===== config.mk =====
export PLATFORM = sky130hd
export DESIGN_NAME = thermoelectric_climate_sequencer
export DESIGN_NICKNAME = d
export VERILOG_FILES = /design/src/rtl/tecs_pkg.sv /design/src/rtl/thermoelectric_climate_sequencer.sv
export SDC_FILE = /design/constraint.sdc
export NUM_CORES = 1
export LEC_CHECK = 0
export ABC_CLOCK_PERIOD_IN_PS = 18200
export BUFFER_PORTS_ARGS = -buffer_cell sky130_fd_sc_hd__buf_2
export CORE_ASPECT_RATIO = 0.5
export CORE_UTILIZATION = 25
export DETAILED_ROUTE_END_ITERATION = 8
export PLACE_DENSITY = 0.44
export SLEW_MARGIN = 20
export SYNTH_ARGS = -nofsm -noshare
export SYNTH_HDL_FRONTEND = slang
export SYNTH_SLANG_ARGS = --single-unit

===== constraint.sdc =====
create_clock -name clk -period 18.2 [get_ports clk]
set_clock_uncertainty 0.15 [all_clocks]
set_input_delay 3.64 -clock clk [delete_from_list [all_inputs] [get_ports clk]]
set_output_delay 3.64 -clock clk [all_outputs]
set_load 0.02 [all_outputs]

===== src/rtl/tecs_pkg.sv =====
// ----------------------------------------------------------------------------
// tecs_pkg: thermoelectric climate sequencer shared definitions
// Transaction types, sequencer mode codes, request codes and register indexes.
// ----------------------------------------------------------------------------
package tecs_pkg;

    typedef enum logic [3:0] {
        MODE_OFF       = 4'd0,
        MODE_PRECOOL   = 4'd1,
        MODE_PREHEAT   = 4'd2,
        MODE_COOLING   = 4'd3,
        MODE_HEATING   = 4'd4,
        MODE_COOLDOWN  = 4'd5,
        MODE_COOLCOAST = 4'd6,
        MODE_HEATUP    = 4'd7,
        MODE_HEATCOAST = 4'd8,
        MODE_RADPUMP   = 4'd9,
        MODE_SHIRTPUMP = 4'd10
    } mode_t;

    // user request codes; 5..7 request nothing
    localparam logic [2:0] REQ_OFF       = 3'd0;
    localparam logic [2:0] REQ_COOL      = 3'd1;
    localparam logic [2:0] REQ_HEAT      = 3'd2;
    localparam logic [2:0] REQ_RADPUMP   = 3'd3;
    localparam logic [2:0] REQ_SHIRTPUMP = 3'd4;

    // configuration register indexes
    localparam logic [2:0] CFG_MIN_MODE     = 3'd0;
    localparam logic [2:0] CFG_PRE_PHASE    = 3'd1;
    localparam logic [2:0] CFG_CYCLE        = 3'd2;
    localparam logic [2:0] CFG_PUMP_CHECK   = 3'd3;
    localparam logic [2:0] CFG_FALL_BEHIND  = 3'd4;
    localparam logic [2:0] CFG_PRECOOL_TGT  = 3'd5;
    localparam logic [2:0] CFG_RADIATOR_MAX = 3'd6;
    localparam logic [2:0] CFG_SHIRT_MAX    = 3'd7;

    localparam int CFG_DATA_W = 12;

    // fixed limits, tenths of a degree / tenths of a millilitre
    localparam logic signed [12:0] MIN_TEMP_TENTHS = 13'sd10;
    localparam logic [10:0]        RAMP_TENTHS     = 11'd20;
    localparam logic [11:0]        MIN_FLOW_TENTHS = 12'd10;
    localparam logic [6:0]         FULL_POWER      = 7'd100;

    typedef struct packed {
        logic [2:0]         user_mode;
        logic [8:0]         setpoint_tenths;
        logic signed [11:0] shirt_temp_tenths;
        logic signed [11:0] radiator_temp_tenths;
        logic [11:0]        radiator_flow_tenths;
        logic [11:0]        shirt_flow_tenths;
        logic [31:0]        now_seconds;
    } sample_t;

    typedef struct packed {
        logic [3:0] system_mode;
        logic       heat_direction;
        logic [6:0] drive_percent;
        logic       radiator_pump_on;
        logic       shirt_pump_on;
        logic       fan_on;
    } result_t;

endpackage


===== src/rtl/thermoelectric_climate_sequencer.sv =====
// ----------------------------------------------------------------------------
// thermoelectric_climate_sequencer
// Eleven-state heat/cool sequencer driving thermoelectric power, pumps and fan.
// ----------------------------------------------------------------------------
// One sample transaction per one-second tick goes in; exactly one result
// transaction comes out per sample, via the sample and result registers.
// The block sustains one transaction per clock while the result side is not
// stalled: a sample register feeds the sequencer logic, whose decision is
// written into the mode/time state and the result register at the same edge,
// so the next sample can follow straight behind. The mode state loop (mode,
// mode-entry time, last-good pump times) closes at that edge and sets that
// rate. The result register separates the two sides, so a new sample is
// still taken into an empty sample register while a finished result waits.
// Configuration registers are written through a plain write port and must
// only be changed while idle. There is no clearing pass after reset.
// ----------------------------------------------------------------------------
module thermoelectric_climate_sequencer
    import tecs_pkg::*;
#(
    parameter int TIME_BITS = 32
)
(
    input  logic                  clk,
    input  logic                  rst_n,
    // configuration write port
    input  logic                  cfg_wen,
    input  logic [2:0]            cfg_index,
    input  logic [CFG_DATA_W-1:0] cfg_data,
    // sample channel
    input  logic                  sample_valid,
    output logic                  sample_stall,
    input  sample_t               sample,
    // result channel
    output logic                  result_valid,
    input  logic                  result_stall,
    output result_t               result
);

    // ------------------------------------------------------------------
    // Configuration registers
    // ------------------------------------------------------------------
    logic [7:0]  min_mode_reg;
    logic [11:0] pre_phase_reg;
    logic [7:0]  cycle_reg;
    logic [7:0]  pump_check_reg;
    logic [7:0]  fall_behind_reg;
    logic [8:0]  precool_tgt_reg;
    logic [10:0] radiator_max_reg;
    logic [10:0] shirt_max_reg;

    always_ff @(posedge clk or negedge rst_n)
    begin
        if (!rst_n)
        begin
            min_mode_reg     <= 8'd20;
            pre_phase_reg    <= 12'd300;
            cycle_reg        <= 8'd30;
            pump_check_reg   <= 8'd10;
            fall_behind_reg  <= 8'd50;
            precool_tgt_reg  <= 9'd20;
            radiator_max_reg <= 11'd900;
            shirt_max_reg    <= 11'd400;
        end
        else if (cfg_wen)
        begin
            case (cfg_index)
                CFG_MIN_MODE:     min_mode_reg     <= cfg_data[7:0];
                CFG_PRE_PHASE:    pre_phase_reg    <= cfg_data[11:0];
                CFG_CYCLE:        cycle_reg        <= cfg_data[7:0];
                CFG_PUMP_CHECK:   pump_check_reg   <= cfg_data[7:0];
                CFG_FALL_BEHIND:  fall_behind_reg  <= cfg_data[7:0];
                CFG_PRECOOL_TGT:  precool_tgt_reg  <= cfg_data[8:0];
                CFG_RADIATOR_MAX: radiator_max_reg <= cfg_data[10:0];
                CFG_SHIRT_MAX:    shirt_max_reg    <= cfg_data[10:0];
                default:          min_mode_reg     <= min_mode_reg;
            endcase
        end
    end

    // ------------------------------------------------------------------
    // Handshake: sample register -> sequencer -> result register.
    // The sample register advances whenever the result register is free
    // or being emptied this cycle.
    // ------------------------------------------------------------------
    logic    s1_valid_reg;
    sample_t s1_reg;
    logic    result_valid_reg;
    result_t result_reg;
    result_t result_next;
    logic    advance;
    logic    sample_take;

    assign advance      = s1_valid_reg && (!result_valid_reg || !result_stall);
    assign sample_stall = s1_valid_reg && !advance;
    assign sample_take  = sample_valid && !sample_stall;

    always_ff @(posedge clk or negedge rst_n)
    begin
        if (!rst_n)
        begin
            s1_valid_reg     <= 1'b0;
            result_valid_reg <= 1'b0;
        end
        else
        begin
            if (sample_take)
            begin
                s1_valid_reg <= 1'b1;
            end
            else if (advance)
            begin
                s1_valid_reg <= 1'b0;
            end

            if (advance)
            begin
                result_valid_reg <= 1'b1;
            end
            else if (!result_stall)
            begin
                result_valid_reg <= 1'b0;
            end
        end
    end

    always_ff @(posedge clk)
    begin
        if (sample_take)
        begin
            s1_reg <= sample;
        end
        if (advance)
        begin
            result_reg <= result_next;
        end
    end

    assign result_valid = result_valid_reg;
    assign result       = result_reg;

    // ------------------------------------------------------------------
    // Sequencer state
    // ------------------------------------------------------------------
    mode_t                mode_reg;
    mode_t                mode_next;
    logic [TIME_BITS-1:0] entered_reg;
    logic [TIME_BITS-1:0] entered_next;
    logic [TIME_BITS-1:0] rseen_reg;
    logic [TIME_BITS-1:0] rseen_next;
    logic [TIME_BITS-1:0] sseen_reg;
    logic [TIME_BITS-1:0] sseen_next;

    always_ff @(posedge clk or negedge rst_n)
    begin
        if (!rst_n)
        begin
            mode_reg    <= MODE_OFF;
            entered_reg <= '0;
            rseen_reg   <= '0;
            sseen_reg   <= '0;
        end
        else if (advance)
        begin
            mode_reg    <= mode_next;
            entered_reg <= entered_next;
            rseen_reg   <= rseen_next;
            sseen_reg   <= sseen_next;
        end
    end

    // ------------------------------------------------------------------
    // Sample decode and comparisons
    // ------------------------------------------------------------------
    logic [TIME_BITS-1:0] now_t;
    logic signed [12:0]   shirt_w;
    logic signed [12:0]   rad_w;
    logic signed [12:0]   set_w;
    logic signed [12:0]   set_ramp_w;
    logic signed [13:0]   err_cool;
    logic signed [13:0]   err;
    logic signed [13:0]   err_neg;
    logic                 heat_mode;
    logic                 shirt_at_target;
    logic                 shirt_warm;
    logic                 rad_ok;
    logic                 shirt_ok;

    assign now_t      = TIME_BITS'(s1_reg.now_seconds);
    assign shirt_w    = 13'(s1_reg.shirt_temp_tenths);
    assign rad_w      = 13'(s1_reg.radiator_temp_tenths);
    assign set_w      = $signed({4'b0, s1_reg.setpoint_tenths});
    assign set_ramp_w = $signed({2'b0, ({2'b0, s1_reg.setpoint_tenths} + RAMP_TENTHS)});

    assign shirt_at_target = shirt_w <= $signed({4'b0, precool_tgt_reg});
    assign shirt_warm      = shirt_w >= set_ramp_w;
    assign rad_ok   = (rad_w >= MIN_TEMP_TENTHS) && (rad_w <= $signed({2'b0, radiator_max_reg}));
    assign shirt_ok = (shirt_w >= MIN_TEMP_TENTHS) && (shirt_w <= $signed({2'b0, shirt_max_reg}));

    // shirt error: positive means the loop is behind its target
    assign heat_mode = (mode_reg == MODE_HEATING);
    assign err_cool  = 14'(shirt_w) - 14'(set_w);
    assign err       = heat_mode ? -err_cool : err_cool;
    assign err_neg   = -err;

    // elapsed times, all modulo 2^TIME_BITS
    logic [TIME_BITS-1:0] age_cur;
    assign age_cur = now_t - entered_reg;

    logic falling_behind;
    assign falling_behind = ((mode_reg == MODE_COOLING) || (mode_reg == MODE_HEATING))
                            && (age_cur > TIME_BITS'(cycle_reg))
                            && (err > $signed({6'b0, fall_behind_reg}));

    // ------------------------------------------------------------------
    // Early phase overrides (cool-down, heat-up and coasts): ahead of the
    // user transition
    // ------------------------------------------------------------------
    mode_t                mode_a;
    logic [TIME_BITS-1:0] entered_a;

    always_comb
    begin
        mode_a    = mode_reg;
        entered_a = entered_reg;
        case (mode_reg)
            MODE_COOLDOWN:
            begin
                if (shirt_at_target || (age_cur > TIME_BITS'(cycle_reg)))
                begin
                    mode_a    = MODE_COOLING;
                    entered_a = now_t;
                end
            end
            MODE_HEATUP:
            begin
                if (shirt_warm || (age_cur > TIME_BITS'(cycle_reg)))
                begin
                    mode_a    = MODE_HEATING;
                    entered_a = now_t;
                end
            end
            MODE_COOLCOAST:
            begin
                if (age_cur > TIME_BITS'(cycle_reg))
                begin
                    mode_a    = MODE_COOLDOWN;
                    entered_a = now_t;
                end
            end
            MODE_HEATCOAST:
            begin
                if (age_cur > TIME_BITS'(cycle_reg))
                begin
                    mode_a    = MODE_HEATUP;
                    entered_a = now_t;
                end
            end
            default:
            begin
                mode_a    = mode_reg;
                entered_a = entered_reg;
            end
        endcase
    end

    // ------------------------------------------------------------------
    // User-driven transition, with pump health from this tick's flows
    // ------------------------------------------------------------------
    logic [TIME_BITS-1:0] rseen_upd;
    logic [TIME_BITS-1:0] sseen_upd;
    logic [TIME_BITS-1:0] rpump_age;
    logic [TIME_BITS-1:0] spump_age;
    logic [TIME_BITS-1:0] age_a;
    logic                 rpump_ok;
    logic                 spump_ok;
    logic                 in_dwell;
    logic                 cool_family;
    logic                 heat_family;
    mode_t                mode_b;
    logic [TIME_BITS-1:0] entered_b;

    assign rseen_upd = (s1_reg.radiator_flow_tenths >= MIN_FLOW_TENTHS) ? now_t : rseen_reg;
    assign sseen_upd = (s1_reg.shirt_flow_tenths >= MIN_FLOW_TENTHS) ? now_t : sseen_reg;
    assign rpump_age = now_t - rseen_upd;
    assign spump_age = now_t - sseen_upd;
    assign rpump_ok  = rpump_age <= TIME_BITS'(pump_check_reg);
    assign spump_ok  = spump_age <= TIME_BITS'(pump_check_reg);
    assign age_a     = now_t - entered_a;
    assign in_dwell  = age_a <= TIME_BITS'(min_mode_reg);

    assign cool_family = (mode_a == MODE_PRECOOL) || (mode_a == MODE_COOLING)
                         || (mode_a == MODE_COOLDOWN) || (mode_a == MODE_COOLCOAST);
    assign heat_family = (mode_a == MODE_PREHEAT) || (mode_a == MODE_HEATING)
                         || (mode_a == MODE_HEATUP) || (mode_a == MODE_HEATCOAST);

    always_comb
    begin
        mode_b = mode_a;
        case (s1_reg.user_mode)
            REQ_OFF:
            begin
                mode_b = MODE_OFF;
            end
            REQ_COOL:
            begin
                if (in_dwell)
                begin
                    mode_b = mode_a;
                end
                else if (!(rad_ok && shirt_ok))
                begin
                    mode_b = MODE_OFF;
                end
                else if (!cool_family)
                begin
                    mode_b = MODE_PRECOOL;
                end
                else if ((mode_a == MODE_COOLING) && (!rpump_ok || !spump_ok))
                begin
                    mode_b = MODE_COOLCOAST;
                end
            end
            REQ_HEAT:
            begin
                if (in_dwell)
                begin
                    mode_b = mode_a;
                end
                else if (!(rad_ok && shirt_ok))
                begin
                    mode_b = MODE_OFF;
                end
                else if (!heat_family)
                begin
                    mode_b = MODE_PREHEAT;
                end
                else if ((mode_a == MODE_HEATING) && (!rpump_ok || !spump_ok))
                begin
                    mode_b = MODE_HEATCOAST;
                end
            end
            REQ_RADPUMP:
            begin
                if (in_dwell)
                begin
                    mode_b = mode_a;
                end
                else if (!rad_ok || ((mode_a == MODE_RADPUMP) && !rpump_ok))
                begin
                    mode_b = MODE_OFF;
                end
                else
                begin
                    mode_b = MODE_RADPUMP;
                end
            end
            REQ_SHIRTPUMP:
            begin
                if (in_dwell)
                begin
                    mode_b = mode_a;
                end
                else if (!shirt_ok || ((mode_a == MODE_SHIRTPUMP) && !spump_ok))
                begin
                    mode_b = MODE_OFF;
                end
                else
                begin
                    mode_b = MODE_SHIRTPUMP;
                end
            end
            default:
            begin
                mode_b = mode_a;
            end
        endcase
    end

    assign entered_b = (mode_b != mode_a) ? now_t : entered_a;

    // ------------------------------------------------------------------
    // Late overrides for precool/preheat: after the user transition, and
    // they win even over an off request
    // ------------------------------------------------------------------
    logic [TIME_BITS-1:0] age_b;
    logic                 pre_timeout;
    mode_t                mode_c;
    logic [TIME_BITS-1:0] entered_c;

    assign age_b       = now_t - entered_b;
    assign pre_timeout = age_b > TIME_BITS'(pre_phase_reg);

    always_comb
    begin
        mode_c    = mode_b;
        entered_c = entered_b;
        case (mode_reg)
            MODE_PRECOOL:
            begin
                if (shirt_at_target || pre_timeout)
                begin
                    mode_c    = MODE_COOLING;
                    entered_c = now_t;
                end
            end
            MODE_PREHEAT:
            begin
                if (shirt_warm || pre_timeout)
                begin
                    mode_c    = MODE_HEATING;
                    entered_c = now_t;
                end
            end
            default:
            begin
                mode_c    = mode_b;
                entered_c = entered_b;
            end
        endcase
    end

    // falling behind skips the user transition, flows of the tick are ignored
    always_comb
    begin
        if (falling_behind)
        begin
            mode_next    = heat_mode ? MODE_HEATUP : MODE_COOLDOWN;
            entered_next = now_t;
            rseen_next   = rseen_reg;
            sseen_next   = sseen_reg;
        end
        else
        begin
            mode_next    = mode_c;
            entered_next = entered_c;
            rseen_next   = rseen_upd;
            sseen_next   = sseen_upd;
        end
    end

    // ------------------------------------------------------------------
    // Drive outputs follow the mode held at the start of the tick
    // ------------------------------------------------------------------
    logic [6:0] ramp_power;
    logic       fan_sep;

    // 5 % per tenth ahead of the setpoint, zero beyond the 2.0 C ramp
    always_comb
    begin
        if (err > 14'sd0)
        begin
            ramp_power = FULL_POWER;
        end
        else if (err_neg <= $signed({3'b0, RAMP_TENTHS}))
        begin
            ramp_power = 7'({err_neg[4:0], 2'b00} + {2'b00, err_neg[4:0]});
        end
        else
        begin
            ramp_power = 7'd0;
        end
    end

    always_comb
    begin
        result_next                  = '0;
        fan_sep                      = 1'b0;
        result_next.system_mode      = mode_next;
        case (mode_reg)
            MODE_PRECOOL, MODE_COOLDOWN:
            begin
                result_next.radiator_pump_on = 1'b1;
                result_next.drive_percent    = FULL_POWER;
            end
            MODE_PREHEAT, MODE_HEATUP:
            begin
                result_next.radiator_pump_on = 1'b1;
                result_next.heat_direction   = 1'b1;
                result_next.drive_percent    = FULL_POWER;
            end
            MODE_COOLING, MODE_HEATING:
            begin
                result_next.radiator_pump_on = 1'b1;
                result_next.heat_direction   = heat_mode;
                result_next.shirt_pump_on    = !falling_behind;
                result_next.drive_percent    = falling_behind ? FULL_POWER : ramp_power;
            end
            MODE_COOLCOAST:
            begin
                fan_sep = 1'b1;
            end
            MODE_HEATCOAST:
            begin
                result_next.radiator_pump_on = 1'b1;
                result_next.heat_direction   = 1'b1;
                fan_sep                      = 1'b1;
            end
            MODE_RADPUMP:
            begin
                result_next.radiator_pump_on = 1'b1;
            end
            MODE_SHIRTPUMP:
            begin
                result_next.shirt_pump_on = 1'b1;
            end
            default:
            begin
                fan_sep = 1'b0;
            end
        endcase
        result_next.fan_on = result_next.radiator_pump_on || fan_sep;
    end

    // ------------------------------------------------------------------
    // Checks
    // ------------------------------------------------------------------
`ifndef SYNTH
    a_state_holds: assert property (@(posedge clk) disable iff (!rst_n)
        !advance |=> $stable(mode_reg) && $stable(entered_reg))
        else $error("sequencer state changed without a transaction");

    a_entry_time: assert property (@(posedge clk) disable iff (!rst_n)
        advance && (mode_next != mode_reg) |=> entered_reg == $past(now_t))
        else $error("mode change did not record entry time");

    a_result_mode: assert property (@(posedge clk) disable iff (!rst_n)
        advance |=> result_reg.system_mode == mode_reg)
        else $error("result mode differs from sequencer state");

    a_stall_occupied: assert property (@(posedge clk) disable iff (!rst_n)
        sample_stall |-> s1_valid_reg && result_valid_reg && result_stall)
        else $error("sample stalled with room in the pipeline");
`endif

endmodule


# ---- After elaboration in Yosys (flattened, before gate mapping)
# Cells that the tools add are included.
dict set report op_classes {
  n_addsub 10
  n_lt_le_gt_ge 16
  eq_ne 33
  muxes 47
  bitwise 1
  n_reduce_logical 54
}
# operator n
set ops {}
lappend ops {{$mux 32} 9}
lappend ops {{$sub 32x32->32} 5}
lappend ops {{$le 32x8->1} 3}
lappend ops {{$pmux 32 s3} 1}
lappend ops {{$mux 4} 19}
lappend ops {{$pmux 32 s2} 1}
lappend ops {{$eq 4x3->1 const B} 8}
lappend ops {{$gt 32x12->1} 1}
lappend ops {{$gt 32x8->1} 1}
lappend ops {{$eq 4x4->1 const B} 6}
lappend ops {{$ge 12x4->1 const B} 2}
lappend ops {{$ge 12x5->1 const B} 2}
lappend ops {{$le 12x12->1} 2}
lappend ops {{$mux 7} 3}
lappend ops {{$pmux 4 s5} 1}
lappend ops {{$reduce_and 2->1} 9}
lappend ops {{$eq 4x2->1 const B} 4}
lappend ops {{$logic_or 1x1->1} 16}
lappend ops {{$pmux 4 s4} 1}
lappend ops {{$eq 3x3->1 const B} 5}
lappend ops {{$gt 14x1->1 const B} 1}
lappend ops {{$gt 14x9->1} 1}
lappend ops {{$le 14x6->1 const B} 1}
lappend ops {{$mux 14} 1}
lappend ops {{26 further kinds} 58}
dict set report word_totals {
  register_bits 284
  input_bits 112
  output_inout_bits 17
  word_cells 188
}

# ---- Depth between registers and ports, before layout
# Gate-level depths: netlist of the first run.
dict set report depth {
  ltp_word 21
  ltp_mapped 71
  ltp_nobuf 66
}

# ---- Least setup slack after synthesis of the first run
# No wires, ideal clock.
dict set report synth_timing {
  kind {register -> register}
  start {register s1_reg (netlist bit now_t[1])}
  end {register entered_reg[25]}
  setup_ns 0.125
  arrival_ns 12.574
  required_time_ns 17.925
  setup_slack_ns 5.351
  stages_incl_launch_ff 68
  n_path_buf 5
  synth_period_minus_slack_ns 12.849
  path_cell_list {edfxtp_1 > inv_1 > fa_1 > nand2b_1 > a21oi_2 > nor2_1 > xnor2_1 > ha_1 > nand4_1 > a211oi_1 > nor3_1 > o2111ai_1 > nor3_1 > and4_1 > nand4_1 > o21ai_1 > clkbuf_1 > nand2_1 > [... 32 more ...] > and2_1 > o21ai_0 > nor2b_1 > xnor2_1 > ha_1 > nand4_1 > nor3_1 > a21oi_1 > nor4_1 > o2111ai_1 > nor4_1 > and3_1 > nand3_1 > a2111o_1 > nand3_4 > buf_12 > mux2i_1 > mux2_2}
}
dict set report synth_between {
  elab_chain_len 21
  elab_cells_between_ends 71
  classes_between {5 x add/sub; 5 x order compare; 11 x eq/ne; 29 x mux; 21 x reduce/logical}
}
# item line_no
set synth_lines {}
lappend synth_lines {{start: declaration} thermoelectric_climate_sequencer.sv:86} ;# sample_t s1_reg;
lappend synth_lines {{start signal: assignment} thermoelectric_climate_sequencer.sv:130} ;# s1_reg <= sample;
lappend synth_lines {{branches (longest 20 deep; another with $sub 32x32->32)} n/a}
lappend synth_lines {{$mux 32 *} thermoelectric_climate_sequencer.sv:425} ;# if (falling_behind)
lappend synth_lines {{end signal: assignment} thermoelectric_climate_sequencer.sv:165} ;# entered_reg <= entered_next;
lappend synth_lines {{end: declaration} thermoelectric_climate_sequencer.sv:146} ;# logic [TIME_BITS-1:0] entered_reg;
# Every way passes the cells marked *.
# A chain may end at the register's enable or synchronous reset.

# ---- Worst setup path in the final report of the first run
dict set report layout_timing {
  start {register s1_reg (netlist bit now_t[0])}
  end {register entered_reg[31]}
}
# The elaborated chain is that of the path after synthesis.

==> results.py, run 1 <==
metrics = {
    "timing": {
        "max_slew_margin_pct": 28.9,
        "period_needed_ps": 16590,
        "fmax_mhz": 60.3,
        "setup_viol": 0,
        "worst_pin_slew_ps": 1060,
        "period_share_pct": 91.1,
        "worst_slack_ps": 1610,
        "finalMaxSlewViolations": 0,
        "timing.setup.tns_ps": 0,
        "rsz0062_at_grt": "false",
        "hold_viol_final": 0,
    },
    "place": {
        "dpl_worst_slack_ps": 1670,
        "portBuffers": 126,
        "dp_hpwl_um": 68600,
        "gp_congestion": 0.933,
    },
    "status": {
        "status": "completed",
    },
    "synthesis": {
        "synth_nets": 3473,
        "ys.flop_type": "dfrtp_1",
        "yosysMostFrequentCell": "a21oi_1",
        "synth_seq_area_share_pct": 29.2,
        "synth_area_leaders": "dfrtp_1, ha_1, edfxtp_1",
        "synth_edf_count": 105,
        "synth_top_area_share_pct": 14.7,
        "synth_area_leader_cell": "dfrtp_1",
        "netlist_area_mm2": 0.0261,
        "yosysUniqueCellTypes": 97,
        "synth_seq_cells": 282,
        "syn_inst": 3092,
        "syn_avg_cell_area_um2": 8.43,
        "synth_warnings": 0,
        "synthTopCellsByCount": "a21oi_1, nand2_1, ha_1",
        "synthArstFlopShare_pct": 62.8,
    },
    "global_route": {
        "grt_max_degree": 116,
        "grt_pass1_vias": 23071,
        "grt_pass1_wl_um": 136000,
        "grt.total_usage_pct": 16.5,
        "grt_antenna_before_repair": 0,
        "grt_overflow": 0,
    },
    "setup_path": {
        "crit_type": "flop to flop",
        "critical-path-max-stage-delay_ps": 590,
        "critPathLaunchType": "flop",
        "cp-end-kind": "flop",
        "r2r_slack_ps": 1610,
        "r2r_end": "entered_reg[31]$_DFFE_PN0P_",
        "reg2reg_from": "now_t[0]$_DFFE_PP_",
        "reg2reg_depth": 60,
        "cp_max_fo": 38,
        "critPathRequiredTime_ps": 18490,
        "arrival_ps": 16870,
        "crit_start": "now_t[0]$_DFFE_PP_",
        "cp_slowest_cell": "nand3_4",
    },
    "cts": {
        "tritoncts": "built",
        "clk_pin_slew_ps": 60,
        "htree_num_levels": 2,
        "clkLatencyLatePin_ps": 570,
        "post_cts_buffers": 0,
        "cts_made_buffers": 36,
        "postCtsHoldBufs": 0,
        "cts_resized": 0,
        "cts_sinks": 282,
        "root_buffer": "clkbuf_16",
        "clk_path_buf_depth": 3,
    },
    "routing": {
        "firstDrtPassIters": 5,
        "routed_wl_um": 88200,
        "vias": 23265,
        "avgRoutedWirePerCell_um": 19.1,
        "drcViolationCount": 0,
        "routed_via_density": 5.05,
        "drtAntennaViolNets": 0,
        "drt-initial-drc-count": 1302,
    },
    "cells_and_area": {
        "fillCellCount": 11032,
        "syn2layout_area_growth_pct": 13.7,
        "multi_input_area_mm2": 0.0171,
        "layout.nets": 3561,
        "post-route-util_pct": 28.8,
        "seq_area_mm2": 0.00761,
        "diodes": 0,
        "largest_reg_flops": 46,
        "final_layout_size_suffix_gt1_share_pct": 11.8,
    },
    "run": {
        "cap_violations": 0,
    },
    "die": {
        "die-area_mm2": 0.106,
        "die_width_um": 459,
        "die_y_um": 230,
        "rows": 83,
        "io_pins": 129,
        "start_util_pct": 25.3,
        "core_mm2": 0.103,
    },
    "power_and_ir_drop": {
        "p_leak_nw": 12.8,
        "power.density_mw_per_mm2": 163,
        "peakVddDrop_mv": 0.100,
    },
    "worst_hold_path": {
        "min_path_cells": 1,
        "hp-class": "flop to flop",
        "hold_path_end": "result_valid$_DFFE_PN0P_",
        "min-delay-start": "s1_valid_reg$_DFFE_PN0P_",
    },
}
-- per-layer routing --
layer | GRT usage, % | part of all wire [%]
met5 | 0 | 0
met1 | 22.5 | 49
met3 | 2.16 | 3.5
met4 | 4.73 | 2.6
met2 | 27.2 | 45
-- cells by family (layout without fill, tap and decap cells) --
logic type               after synthesis  after routing  share of synthesized area [%]
flip-flops                           282            282                           29.2
XOR/XNOR                             112            112                           3.77
AO/OA/AOI/OAI                        945            945                           22.7
AND/OR/NAND/NOR                      933            933                           17.8
buffers and inverters                353            469                           5.32
multiplexers                         198            198                           8.01
adder cells (fa/ha/maj)              269            269                           13.1
-- worst max-delay path by stage --
stage / end / cells after the start
after global routing: entered_reg[31]$_DFFE_PN0P_ / 60
final: entered_reg[31]$_DFFE_PN0P_ / 60
after floorplan: entered_reg[25]$_DFFE_PN0P_ / 67
after detailed placement: entered_reg[31]$_DFFE_PN0P_ / 64
after CTS: entered_reg[31]$_DFFE_PN0P_ / 64
after global placement: entered_reg[31]$_DFFE_PN0P_ / 60
-- through the flow --
stage	total power, mW	instances	cell area [µm²]	hold WS, ps
2_1_floorplan	3.19	3092	26100	307
3_3_place_gp	3.98	4543	28300	321
3_5_place_dp	4.00	4543	28300	325
4_1_cts	4.85	4609	29600	345
5_1_grt	5.26	4610	29600	379
6_report	4.83	4610	29600	340
-- critical path, delay by kind of cell (launching register included) --
kind,cells,cell delay (ps)
flops,1,480
compound gates,22,5130
simple gates,24,6590
mux,3,1050
fa+ha+maj,6,1970
buf+inv,3,700
xor+xnor,2,280
-- report_power, final --
part / internal, mW / switching [mW] / leakage (nW) / total (mW)
combinational: 1.17 / 1.90 / 9.16 / 3.08
clock: 0.502 / 0.314 / 0.639 / 0.816
sequential: 0.829 / 0.108 / 3.03 / 0.937
total: 2.50 / 2.32 / 12.8 / 4.83
-- layout by cell type (no fill, tap or decap), types with 38 or more instances in the layout --
cell,netlist,final
o21ai_0,244,244
edfxtp_1,105,105
nand3_1,53,51
clkbuf_16,0,38
ha_1,262,262
nor3_1,64,64
nand2b_1,44,44
dfrtp_1,153,153
a21oi_1,292,292
a21o_1,58,58
nand4_1,49,49
mux2_2,82,82
xor2_1,44,44
buf_2,10,125
xnor2_1,68,68
inv_1,243,243
nand2_1,283,283
nor2_1,216,215
mux2i_1,115,115
-- layout make-up --
type,count,area share (%)
Multi-Input combinational cell,2457,57.8
Sequential cell,282,25.7
Tap cell,1402,5.92
Clock buffer,44,3.32
Inverter,244,3.09
Timing Repair Buffer,159,3.07
Clock inverter,22,1.14
(Power assumes the default switching activity.)
==> inputs of run 2 (changes only) <==
Settings changed: PLACE_DENSITY 0.44 to 0.35.
==> run 2 against run 1 <==
Effect of this change:
- core utilization down 0.088 points
- cell area down 0.30%
- routed wire length up 3.5%
- final cell count up 0.20%
- power down 1.8%
- critical endpoint unchanged
- highest routed layer unchanged
==> results.py, run 2 (synthesis gave the netlist of run 1 again) <==
metrics = {
    "global_route": {
        "grt_pass1_vias": 22739,
        "grt_overflow": 0,
        "grt.total_usage_pct": 17.1,
        "grt_pass1_wl_um": 139000,
        "grt_antenna_before_repair": 10,
        "grt_max_degree": 92,
    },
    "cells_and_area": {
        "fillCellCount": 11042,
        "final_layout_size_suffix_gt1_share_pct": 11.9,
        "seq_area_mm2": 0.00761,
        "layout.nets": 3570,
        "multi_input_area_mm2": 0.0171,
        "layout_commonest_cell": "a21oi_1",
        "final_cell_mix": "a21oi_1, nand2_1, ha_1, o21ai_0, inv_1",
        "final_cells": 4619,
        "syn2layout_area_growth_pct": 13.4,
        "largest_reg_flops": 46,
    },
    "place": {
        "dpl_worst_slack_ps": 1520,
        "dp.cells": 4554,
        "gp_congestion": 0.859,
        "portBuffers": 126,
        "dp_hpwl_um": 71900,
    },
    "setup_path": {
        "critPathRequiredTime_ps": 18510,
        "arrival_ps": 17040,
        "reg2reg_from": "now_t[0]$_DFFE_PP_",
        "critical-path-max-stage-delay_ps": 610,
        "cp-end-kind": "flop",
        "crit_type": "flop to flop",
        "reg2reg_depth": 59,
        "worst-path-buf-inv": 3,
        "cp_top_family": "simple AND/OR/NAND/NOR gates",
        "r2r_end": "entered_reg[31]$_DFFE_PN0P_",
        "r2r_slack_ps": 1470,
        "cp.depth": 59,
        "cp_common_cell": "ha_1",
        "critPathLaunchType": "flop",
        "cp_max_fo": 53,
        "cp_slowest_cell": "nand3_4",
    },
    "cts": {
        "clkLatencyLatePin_ps": 600,
        "tritoncts": "built",
        "postCtsHoldBufs": 0,
        "root_buffer": "clkbuf_16",
        "clk_pin_slew_ps": 60,
        "cts_made_buffers": 35,
        "clk_path_buf_depth": 3,
        "cts_sinks": 282,
        "htree_num_levels": 2,
        "post_cts_buffers": 0,
        "cts_resized": 0,
    },
    "die": {
        "start_util_pct": 25.3,
        "rows": 83,
        "die-area_mm2": 0.106,
        "die_width_um": 459,
        "die_y_um": 230,
        "core_mm2": 0.103,
        "io_pins": 129,
    },
    "timing": {
        "rsz0062_at_grt": "false",
        "max_slew_margin_pct": 27.5,
        "finalMaxSlewViolations": 0,
        "setup_viol": 0,
        "period_needed_ps": 16730,
        "worst_slack_ps": 1470,
        "timing.setup.tns_ps": 0,
        "worst_pin_slew_ps": 1060,
        "hold_viol_final": 0,
        "fmax_mhz": 59.8,
        "period_share_pct": 91.9,
    },
    "power_and_ir_drop": {
        "peakVddDrop_mv": 0.0850,
        "power.density_mw_per_mm2": 161,
        "p_leak_nw": 12.8,
    },
    "run": {
        "cap_violations": 0,
    },
    "worst_hold_path": {
        "hold_path_end": "result_valid$_DFFE_PN0P_",
        "hp-class": "flop to flop",
        "min_path_cells": 1,
        "min-delay-start": "s1_valid_reg$_DFFE_PN0P_",
    },
    "routing": {
        "drtAntennaViolNets": 0,
        "firstDrtPassIters": 6,
        "routed_via_density": 5.05,
        "avgRoutedWirePerCell_um": 19.8,
        "vias": 23329,
        "routed_wl_um": 91200,
        "drt-initial-drc-count": 1706,
        "drcViolationCount": 0,
    },
    "status": {
        "status": "completed",
    },
}
run 2: cell types whose count changed in the layout (fill, tap and decap cells not counted), moves of 2 or more:
cell	previous run	this run
clkinv_2	4	8
bufinv_16	8	4
buf_4	32	43
clkinv_1	3	5
clkbuf_16	38	35
run 2: final cells by class:
type | instances | share of cell area (%)
tap | 1402 | 5.94
sequential | 282 | 25.8
clock inverter | 22 | 0.847
multi-input combinational | 2457 | 58.0
inverter | 244 | 3.10
clock buffer | 42 | 3.09
timing repair buffer | 169 | 3.26
antenna | 1 | 0.00847
run 2: stage by stage:
step	power, mW	utilization, %	instance area, µm²	hold slack (ps)
6_report	4.74	28.7	29500	352
5_1_grt	5.19	28.7	29500	374
4_1_cts	4.80	28.7	29500	344
3_5_place_dp	4.02	27.6	28400	328
3_3_place_gp	4.02	27.6	28400	322
2_1_floorplan	3.19	-	26100	307
run 2: how the worst max path moves through the flow:
stage,start,to
finish,now_t[0]$_DFFE_PP_,entered_reg[31]$_DFFE_PN0P_
global route,now_t[0]$_DFFE_PP_,entered_reg[31]$_DFFE_PN0P_
CTS,now_t[0]$_DFFE_PP_,entered_reg[31]$_DFFE_PN0P_
detailed placement,now_t[0]$_DFFE_PP_,entered_reg[31]$_DFFE_PN0P_
global placement,now_t[0]$_DFFE_PP_,entered_reg[31]$_DFFE_PN0P_
floorplan,now_t[1]$_DFFE_PP_,entered_reg[25]$_DFFE_PN0P_
run 2: per-layer routing:
metal  share of wire (%)  wire length (µm)  vias up  GRT usage, %
li1                    -                 -    11614             -
met1                  52             47100    11253          24.9
met2                  43             39100      391          26.7
met3                 3.8              3510       71          2.17
met4                 1.7              1570        0          3.53
met5                   0                 0        -             0
run 2: report_power, final:
| group | switching [mW] | total (mW) | leakage (nW) | internal (mW) |
|---|---|---|---|---|
| logic | 1.89 | 3.07 | 9.20 | 1.18 |
| clock network | 0.317 | 0.737 | 0.568 | 0.419 |
| registers | 0.108 | 0.937 | 3.03 | 0.829 |
